<file path="src/rtl/base64_stream_decoder_core_assert.svh">
// assertion macros shared by the decoder modules
`ifndef BASE64_STREAM_DECODER_CORE_ASSERT_SVH
`define BASE64_STREAM_DECODER_CORE_ASSERT_SVH

`ifndef SYNTH
`define B64D_ASSERT(name, cond) \
    name: assert property (@(posedge i_clk) disable iff (!i_rst_n) (cond)) \
        else $error("assertion failed");
`define B64D_ASSERT_NEXT(name, ante, cons) \
    name: assert property (@(posedge i_clk) disable iff (!i_rst_n) (ante) |=> (cons)) \
        else $error("assertion failed");
`else
`define B64D_ASSERT(name, cond)
`define B64D_ASSERT_NEXT(name, ante, cons)
`endif

`endif

</file>
<file path="src/rtl/b64d_pkg.sv">
// shared types and constants of the base64 stream decoder
package b64d_pkg;

    localparam int B64D_QUEUE_DEPTH = 4;

    localparam int CFG_IDX_W = 1;
    localparam int CFG_DATA_W = 1;
    localparam logic [CFG_IDX_W-1:0] CFG_ALT_SYMS = 1'd0;
    localparam logic [CFG_IDX_W-1:0] CFG_SKIP_WS = 1'd1;

    localparam logic [1:0] ST_OK = 2'd0;
    localparam logic [1:0] ST_BAD_CHAR = 2'd1;
    localparam logic [1:0] ST_BAD_TAIL = 2'd2;

    typedef struct packed {
        logic [7:0] in_char;
        logic       in_last;
    } t_in_req;

    typedef struct packed {
        logic [7:0] out_byte;
        logic       byte_valid;
        logic       out_last;
        logic [1:0] status;
    } t_out_req;

    typedef enum logic [1:0] {
        TK_DATA,
        TK_PAD,
        TK_SKIP,
        TK_BAD
    } t_tok_kind;

    typedef struct packed {
        t_tok_kind  kind;
        logic [5:0] sextet;
        logic       last;
    } t_tok;

endpackage

</file>
<file path="src/rtl/b64d_front.sv">
// front end: configuration registers and character classification
module b64d_front
    import b64d_pkg::*;
(
    input  logic                  i_clk,
    input  logic                  i_rst_n,
    input  logic                  i_cfg_we,
    input  logic [CFG_IDX_W-1:0]  i_cfg_idx,
    input  logic [CFG_DATA_W-1:0] i_cfg_data,
    input  t_in_req               i_in,
    output t_tok                  o_tok
);

    localparam logic [7:0] CH_UP_A = 8'h41;
    localparam logic [7:0] CH_UP_Z = 8'h5a;
    localparam logic [7:0] CH_LO_A = 8'h61;
    localparam logic [7:0] CH_LO_Z = 8'h7a;
    localparam logic [7:0] CH_D0 = 8'h30;
    localparam logic [7:0] CH_D9 = 8'h39;
    localparam logic [7:0] CH_PLUS = 8'h2b;
    localparam logic [7:0] CH_SLASH = 8'h2f;
    localparam logic [7:0] CH_MINUS = 8'h2d;
    localparam logic [7:0] CH_USCORE = 8'h5f;
    localparam logic [7:0] CH_EQ = 8'h3d;
    localparam logic [7:0] CH_SP = 8'h20;
    localparam logic [7:0] CH_TAB = 8'h09;
    localparam logic [7:0] CH_CR = 8'h0d;
    localparam logic [7:0] CH_LF = 8'h0a;

    logic r_alt_syms;
    logic r_skip_ws;
    logic [7:0] w_c;
    logic w_space;
    logic [7:0] w_c62;
    logic [7:0] w_c63;

    always_ff @(posedge i_clk) begin
        if (!i_rst_n) begin
            r_alt_syms <= 1'b0;
            r_skip_ws  <= 1'b0;
        end else if (i_cfg_we) begin
            if (i_cfg_idx == CFG_ALT_SYMS) begin
                r_alt_syms <= i_cfg_data[0];
            end
            if (i_cfg_idx == CFG_SKIP_WS) begin
                r_skip_ws <= i_cfg_data[0];
            end
        end
    end

    assign w_c     = i_in.in_char;
    assign w_space = (w_c == CH_SP) || (w_c == CH_TAB) || (w_c == CH_CR) || (w_c == CH_LF);
    assign w_c62   = r_alt_syms ? CH_MINUS : CH_PLUS;
    assign w_c63   = r_alt_syms ? CH_USCORE : CH_SLASH;

    always_comb begin
        o_tok.last   = i_in.in_last;
        o_tok.sextet = 6'd0;
        o_tok.kind   = TK_BAD;
        if (r_skip_ws && w_space) begin
            o_tok.kind = TK_SKIP;
        end else if (w_c == CH_EQ) begin
            o_tok.kind = TK_PAD;
        end else if (w_c >= CH_UP_A && w_c <= CH_UP_Z) begin
            o_tok.kind   = TK_DATA;
            o_tok.sextet = 6'(w_c - CH_UP_A);
        end else if (w_c >= CH_LO_A && w_c <= CH_LO_Z) begin
            o_tok.kind   = TK_DATA;
            o_tok.sextet = 6'(w_c - CH_LO_A + 8'd26);
        end else if (w_c >= CH_D0 && w_c <= CH_D9) begin
            o_tok.kind   = TK_DATA;
            o_tok.sextet = 6'(w_c - CH_D0 + 8'd52);
        end else if (w_c == w_c62) begin
            o_tok.kind   = TK_DATA;
            o_tok.sextet = 6'd62;
        end else if (w_c == w_c63) begin
            o_tok.kind   = TK_DATA;
            o_tok.sextet = 6'd63;
        end
    end

endmodule

</file>
<file path="src/rtl/b64d_queue.sv">
// token queue between the front and back ends
`include "base64_stream_decoder_core_assert.svh"

module b64d_queue
    import b64d_pkg::*;
#(
    parameter int DEPTH = B64D_QUEUE_DEPTH
) (
    input  logic i_clk,
    input  logic i_rst_n,
    input  logic i_push,
    input  t_tok i_tok,
    output logic o_full,
    input  logic i_pop,
    output logic o_valid,
    output t_tok o_tok
);

    localparam int PTR_W = (DEPTH > 1) ? $clog2(DEPTH) : 1;
    localparam int CNT_W = $clog2(DEPTH + 1);
    localparam logic [PTR_W-1:0] LAST_PTR = PTR_W'(DEPTH - 1);
    localparam logic [CNT_W-1:0] FULL_CNT = CNT_W'(DEPTH);

    t_tok r_mem [DEPTH];
    logic [PTR_W-1:0] r_wr;
    logic [PTR_W-1:0] r_rd;
    logic [CNT_W-1:0] r_count;
    logic [PTR_W-1:0] n_wr;
    logic [PTR_W-1:0] n_rd;
    logic [CNT_W-1:0] n_count;

    assign o_full  = (r_count == FULL_CNT);
    assign o_valid = (r_count != '0);
    assign o_tok   = r_mem[r_rd];

    always_comb begin
        n_wr    = r_wr;
        n_rd    = r_rd;
        n_count = r_count;
        if (i_push) begin
            n_wr = (r_wr == LAST_PTR) ? '0 : r_wr + 1'b1;
        end
        if (i_pop) begin
            n_rd = (r_rd == LAST_PTR) ? '0 : r_rd + 1'b1;
        end
        if (i_push && !i_pop) begin
            n_count = r_count + 1'b1;
        end else if (!i_push && i_pop) begin
            n_count = r_count - 1'b1;
        end
    end

    always_ff @(posedge i_clk) begin
        if (!i_rst_n) begin
            r_wr    <= '0;
            r_rd    <= '0;
            r_count <= '0;
        end else begin
            r_wr    <= n_wr;
            r_rd    <= n_rd;
            r_count <= n_count;
        end
    end

    always_ff @(posedge i_clk) begin
        if (i_push) begin
            r_mem[r_wr] <= i_tok;
        end
    end

    `B64D_ASSERT(a_count_bound, r_count <= FULL_CNT)
    `B64D_ASSERT(a_no_overflow, !(i_push && o_full))
    `B64D_ASSERT(a_no_underflow, !(i_pop && !o_valid))

endmodule

</file>
<file path="src/rtl/b64d_back.sv">
// back end: bit packing, message status and output register
`include "base64_stream_decoder_core_assert.svh"

module b64d_back
    import b64d_pkg::*;
(
    input  logic     i_clk,
    input  logic     i_rst_n,
    input  logic     i_tok_valid,
    input  t_tok     i_tok,
    output logic     o_pop,
    output logic     o_out_valid,
    input  logic     i_out_ready,
    output t_out_req o_out
);

    logic [5:0] r_residue;
    logic [2:0] r_pending;
    logic       r_pad;
    logic       r_err;
    logic       r_out_valid;
    t_out_req   r_out;

    logic [5:0] n_residue;
    logic [2:0] n_pending;
    logic       n_pad;
    logic       n_err;

    logic [11:0] w_acc;
    logic [3:0]  w_sum;
    logic [3:0]  w_cnt;
    logic [11:0] w_mask;
    logic        w_have;
    logic [7:0]  w_byte;
    logic [1:0]  w_status;
    logic        w_emit;

    assign w_acc  = {r_residue, i_tok.sextet};
    assign w_sum  = {1'b0, r_pending} + 4'd6;
    assign w_cnt  = w_sum[3] ? (w_sum - 4'd8) : w_sum;
    assign w_mask = (12'd1 << w_cnt) - 12'd1;

    assign o_pop = i_tok_valid && (!r_out_valid || i_out_ready);

    always_comb begin
        n_residue = r_residue;
        n_pending = r_pending;
        n_pad     = r_pad;
        n_err     = r_err;
        w_have    = 1'b0;
        w_byte    = 8'd0;
        if (!r_err) begin
            case (i_tok.kind)
                TK_DATA: begin
                    if (r_pad) begin
                        n_err = 1'b1;
                    end else begin
                        w_have    = w_sum[3];
                        w_byte    = w_sum[3] ? 8'(w_acc >> w_cnt) : 8'd0;
                        n_residue = 6'(w_acc & w_mask);
                        n_pending = 3'(w_cnt);
                    end
                end
                TK_PAD: begin
                    n_pad = 1'b1;
                end
                TK_BAD: begin
                    n_err = 1'b1;
                end
                default: begin
                end
            endcase
        end
        if (!i_tok.last) begin
            w_status = ST_OK;
        end else if (n_err) begin
            w_status = ST_BAD_CHAR;
        end else if (n_pending == 3'd6 || (n_pending != 3'd0 && n_residue != 6'd0)) begin
            w_status = ST_BAD_TAIL;
        end else begin
            w_status = ST_OK;
        end
        w_emit = w_have || i_tok.last;
    end

    always_ff @(posedge i_clk) begin
        if (!i_rst_n) begin
            r_residue   <= 6'd0;
            r_pending   <= 3'd0;
            r_pad       <= 1'b0;
            r_err       <= 1'b0;
            r_out_valid <= 1'b0;
        end else begin
            if (o_pop) begin
                if (i_tok.last) begin
                    r_residue <= 6'd0;
                    r_pending <= 3'd0;
                    r_pad     <= 1'b0;
                    r_err     <= 1'b0;
                end else begin
                    r_residue <= n_residue;
                    r_pending <= n_pending;
                    r_pad     <= n_pad;
                    r_err     <= n_err;
                end
            end
            if (o_pop && w_emit) begin
                r_out_valid <= 1'b1;
            end else if (i_out_ready) begin
                r_out_valid <= 1'b0;
            end
        end
    end

    always_ff @(posedge i_clk) begin
        if (o_pop && w_emit) begin
            r_out.out_byte   <= w_byte;
            r_out.byte_valid <= w_have;
            r_out.out_last   <= i_tok.last;
            r_out.status     <= w_status;
        end
    end

    assign o_out_valid = r_out_valid;
    assign o_out       = r_out;

    `B64D_ASSERT(a_pending_even, !r_pending[0] && r_pending <= 3'd6)
    `B64D_ASSERT_NEXT(a_last_clears, o_pop && i_tok.last, r_pending == 3'd0 && !r_pad && !r_err)
    `B64D_ASSERT(a_status_only_last, !r_out_valid || r_out.out_last || r_out.status == ST_OK)

endmodule

</file>
<file path="src/rtl/base64_stream_decoder_core.sv">
// top level of the base64 stream decoder
// a character is held in the token queue, then its result in the back end output register
// throughput: one character per cycle while the output is ready, sustained through the token queue
// a stalled output holds the back end; the front keeps accepting until the queue fills
// reset is synchronous, active low: clears queue, packing state, flags and config
module base64_stream_decoder_core
    import b64d_pkg::*;
#(
    parameter int QUEUE_DEPTH = B64D_QUEUE_DEPTH
) (
    input  logic                  i_clk,
    input  logic                  i_rst_n,
    input  logic                  i_in_valid,
    output logic                  o_in_ready,
    input  t_in_req               i_in,
    output logic                  o_out_valid,
    input  logic                  i_out_ready,
    output t_out_req              o_out,
    input  logic                  i_cfg_we,
    input  logic [CFG_IDX_W-1:0]  i_cfg_idx,
    input  logic [CFG_DATA_W-1:0] i_cfg_data
);

    t_tok w_front_tok;
    t_tok w_queue_tok;
    logic w_full;
    logic w_push;
    logic w_pop;
    logic w_tok_valid;

    assign o_in_ready = !w_full;
    assign w_push     = i_in_valid && !w_full;

    b64d_front u_front (
        .i_clk      (i_clk),
        .i_rst_n    (i_rst_n),
        .i_cfg_we   (i_cfg_we),
        .i_cfg_idx  (i_cfg_idx),
        .i_cfg_data (i_cfg_data),
        .i_in       (i_in),
        .o_tok      (w_front_tok)
    );

    b64d_queue #(
        .DEPTH (QUEUE_DEPTH)
    ) u_queue (
        .i_clk   (i_clk),
        .i_rst_n (i_rst_n),
        .i_push  (w_push),
        .i_tok   (w_front_tok),
        .o_full  (w_full),
        .i_pop   (w_pop),
        .o_valid (w_tok_valid),
        .o_tok   (w_queue_tok)
    );

    b64d_back u_back (
        .i_clk       (i_clk),
        .i_rst_n     (i_rst_n),
        .i_tok_valid (w_tok_valid),
        .i_tok       (w_queue_tok),
        .o_pop       (w_pop),
        .o_out_valid (o_out_valid),
        .i_out_ready (i_out_ready),
        .o_out       (o_out)
    );

endmodule
</file>
<file path="config.mk">
export PLATFORM = sky130hd
export DESIGN_NAME = base64_stream_decoder_core
export DESIGN_NICKNAME = d
export VERILOG_FILES = /design/src/rtl/b64d_pkg.sv /design/src/rtl/b64d_front.sv /design/src/rtl/b64d_queue.sv /design/src/rtl/b64d_back.sv /design/src/rtl/base64_stream_decoder_core.sv
export VERILOG_INCLUDE_DIRS = /design/src /design/src/rtl
export SDC_FILE = /design/constraint.sdc
export NUM_CORES = 1
export LEC_CHECK = 0
export ABC_AREA = 0
export BUFFER_PORTS_ARGS = -buffer_cell sky130_fd_sc_hd__buf_2
export CORE_UTILIZATION = 37
export DETAILED_ROUTE_END_ITERATION = 7
export GPL_ROUTABILITY_DRIVEN = 0
export GPL_TIMING_DRIVEN = 0
export SKIP_CTS_REPAIR_TIMING = 1
export SLEW_MARGIN = 20
export SYNTH_ARGS = -nofsm -noshare
export SYNTH_HDL_FRONTEND = slang
export SYNTH_SLANG_ARGS = --single-unit
</file>
<file path="constraint.sdc">
create_clock -name i_clk -period 2.9 [get_ports i_clk]
set_input_delay 0.435 -clock i_clk [delete_from_list [all_inputs] [get_ports i_clk]]
set_output_delay 0.435 -clock i_clk [all_outputs]
set_load 0.02 [all_outputs]
</file>
==> results_dict.tcl <==
set metrics [dict create \
    synth_top_cell_area_share_pct 37.2 \
    antenna_found_initial 0 \
    cts_buffers 9 \
    synth-edff-count 48 \
    core-area_um2 9950 \
    drive_gt1_share_pct 21.5 \
    synth_cell_type_count 60 \
    ys.flop_type "edfxtp_1" \
    yosysTopAreaCell "edfxtp_1" \
    area_growth_pct 13.7 \
    critPathBufInv 2 \
    fin_skew_ns 0.00699 \
    cts_max_level 3 \
    start_util_pct 38.9 \
    drt-total-wl_mm 7.52 \
    wire_per_inst_um 15.0 \
    relSlewSlack_pct 54.5 \
    drt_first_iter_violations 115 \
    ant_nets 0 \
    syn-num-nets 364 \
    p_total_uw 3490 \
    drt-pass1-iter-count 4 \
    fmax_ghz 0.369 \
    maxSlewViolCount 0 \
    dieArea_um2 10900 \
    clk_latency_ns 0.34 \
    yosys_warnings 0 \
    dp_hpwl_mm 5.42 \
    viasPerCell 5.15 \
    vias 2574 \
    die_x_um 104 \
    grt_usage_pct 14.9 \
    syn_avg_cell_area_um2 12.0 \
    final_nets 403 \
    worstMarginPinSlew_ns 0.677 \
    grt_pass1_wl_mm 12.8 \
    cp_top_family "simple AND/OR/NAND/NOR gates" \
    hold_class "in2reg" \
    clock-sinks 70 \
    end_kind "register" \
    synthTopCellsByArea "edfxtp_1 37%, dfxtp_1 11%, ha_1 7.8%, mux4_2 5.8%, nor2b_1 2.9%" \
    status "finished, final reports clean" \
    critical_path_class "reg2reg" \
    syn_area_um2 3870 \
    fill_cells 923 \
    cp_slowest_stage_delay_ns 0.56 \
    cp.required_ns 3.18 \
    cts_buffer_depth 2 \
    slowest_stage "or3b_2" \
    root_buffer "clkbuf_8" \
    final-setup-viol-count 0 \
    powerDensity_nw_per_um2 792 \
    cp-start-kind "register" \
    finalHoldViolCount 0 \
    grt_pass1_vias 2614 \
    drc_errors 0 \
    syn_inst 323 \
    path_clk_slew_ns 0.07 \
    io_pins 30 \
    grt_max_degree 14 \
    tritoncts "yes" \
    min_period_ns 2.71 \
    r2r_slack_ns 0.19 \
    hold_path_startpoint "i_in[0]" \
    portBuffers 27 \
    grt.overflow.total 0 \
    die_h_um 104 \
    holdWs_ns 0.317 \
    critPathArrivalTime_ns 2.99 \
    rows 36 \
    yosysSeqAreaShare_pct 48.6 \
    fin_crit_sh_pct 93.4 \
    crit_fanout 15 \
    max-vdd-ir-drop_v 0.000369 \
    utilization_pct 44.2 \
    cap_violations 0 \
    synthArstFlopShare_pct 0 \
    n_antenna_cell 0 \
    synth-seq-cells 70 \
    path_cells "buf_6, mux4_2, inv_1, ha_1, or3b_2, nor4_4, and2_4, a22oi_1, nor2b_1" \
    cellLeakagePower_uw 0.00164 \
    rsz0062_at_grt "false" \
]
==> metal layers <==
metal / wire length, um / global-route usage, % / vias to the layer above / part of all wire, %
met2: 3770 / 25.6 / 59 / 50
met3: 245 / 3.32 / 8 / 3.3
met4: 78 / 6.84 / 0 / 1.0
met1: 3430 / 17.8 / 1219 / 46
met5: 0 / 0 / - / 0
li1: - / - / 1288 / -
==> power breakdown <==
part	internal, uW	switching [uW]	total [uW]
combinational	570	781	1350
clock	394	365	759
sequential	1290	88.4	1380
==> cells in the mapped netlist (all sizes together) (2+ instances only) <==
cell type / n
inv: 18
a221oi: 4
o221a: 2
clkbuf: 7
and3: 5
nor3b: 3
a21oi: 16
mux4: 13
mux2i: 10
xnor2: 8
nand3: 7
a22oi: 4
a32oi: 2
edfxtp: 48
nor3: 10
and2: 12
nor2b: 18
nand2b: 2
o21ai: 13
nor2: 13
a211oi: 7
buf: 7
a21boi: 2
mux2: 2
nor4: 5
ha: 24
nand2: 13
o31ai: 3
xor2: 2
dfxtp: 22
==> state kept, by name, summed over array words and instances (netlist names), 2 cells and up, named ones only <==
register / count
u_queue.r_mem: 36
u_back.o_out: 12
u_back.r_residue: 6
u_queue.r_count: 3
u_back.r_pending: 2
u_queue.r_rd: 2
u_queue.r_wr: 2
==> worst paths after layout <==
path                                 endpoint  cells past startpoint
max          u_back.r_residue[3]$_SDFFE_PN0P_                      9
min             u_queue.r_mem[2][0]$_DFFE_PP_                      1
max reg2reg  u_back.r_residue[3]$_SDFFE_PN0P_                      9
min reg2reg    u_front.r_skip_ws$_SDFFE_PN0P_                      2
==> metrics by stage <==
step | std cells | TNS [ns] | area [um^2] | worst slack [ns]
after floorplan | 323 | 0 | 3880 | 0.0757
after global placement | 483 | -7.61 | 4180 | -0.465
after detailed placement | 483 | -8.73 | 4180 | -0.536
after CTS | 499 | -9.01 | 4370 | -0.548
after global routing | 500 | 0 | 4400 | 0.00243
final | 500 | 0 | 4400 | 0.193
==> final cells by class <==
type	instances	area, um^2	area share, %
tap	133	166	3.78
sequential	70	1880	42.7
multi-input combinational	221	1860	42.2
inverter	18	67.6	1.53
clock buffer	10	128	2.90
timing repair buffer	30	170	3.86
clock inverter	6	62.6	1.42
buffer	12	68.8	1.56
==> kinds of logic after synthesis <==
| kind of cell | after synthesis | share of synthesized area [%] |
|---|---|---|
| simple gates | 98 | 14.9 |
| buf+inv | 32 | 3.68 |
| flops | 70 | 48.6 |
| fa+ha+maj | 25 | 8.27 |
| mux | 25 | 11.0 |
| compound gates | 62 | 11.2 |
| other cells | 1 | 0.0968 |
| xor+xnor | 10 | 2.26 |
==> cell usage in the layout (no fill, tap or decap), types with 3 or more instances in the layout <==
master      count
nand2_1        13
a21oi_1        15
a221oi_1        3
o31ai_1         3
nor2b_1        18
nand3_1         7
inv_1          17
a22oi_1         4
a211oi_1        6
dfxtp_1        22
nor3b_1         3
xnor2_1         8
ha_1           24
mux2i_1        10
clkbuf_1        4
and3_1          5
and2_1         11
edfxtp_1       48
buf_2          32
mux4_1          3
clkinvlp_4      3
clkbuf_8        9
o21ai_0        13
nor3_1         10
nor2_1         13
mux4_2         10
nor4_1          3
Power figures use the tool's default switching activity.
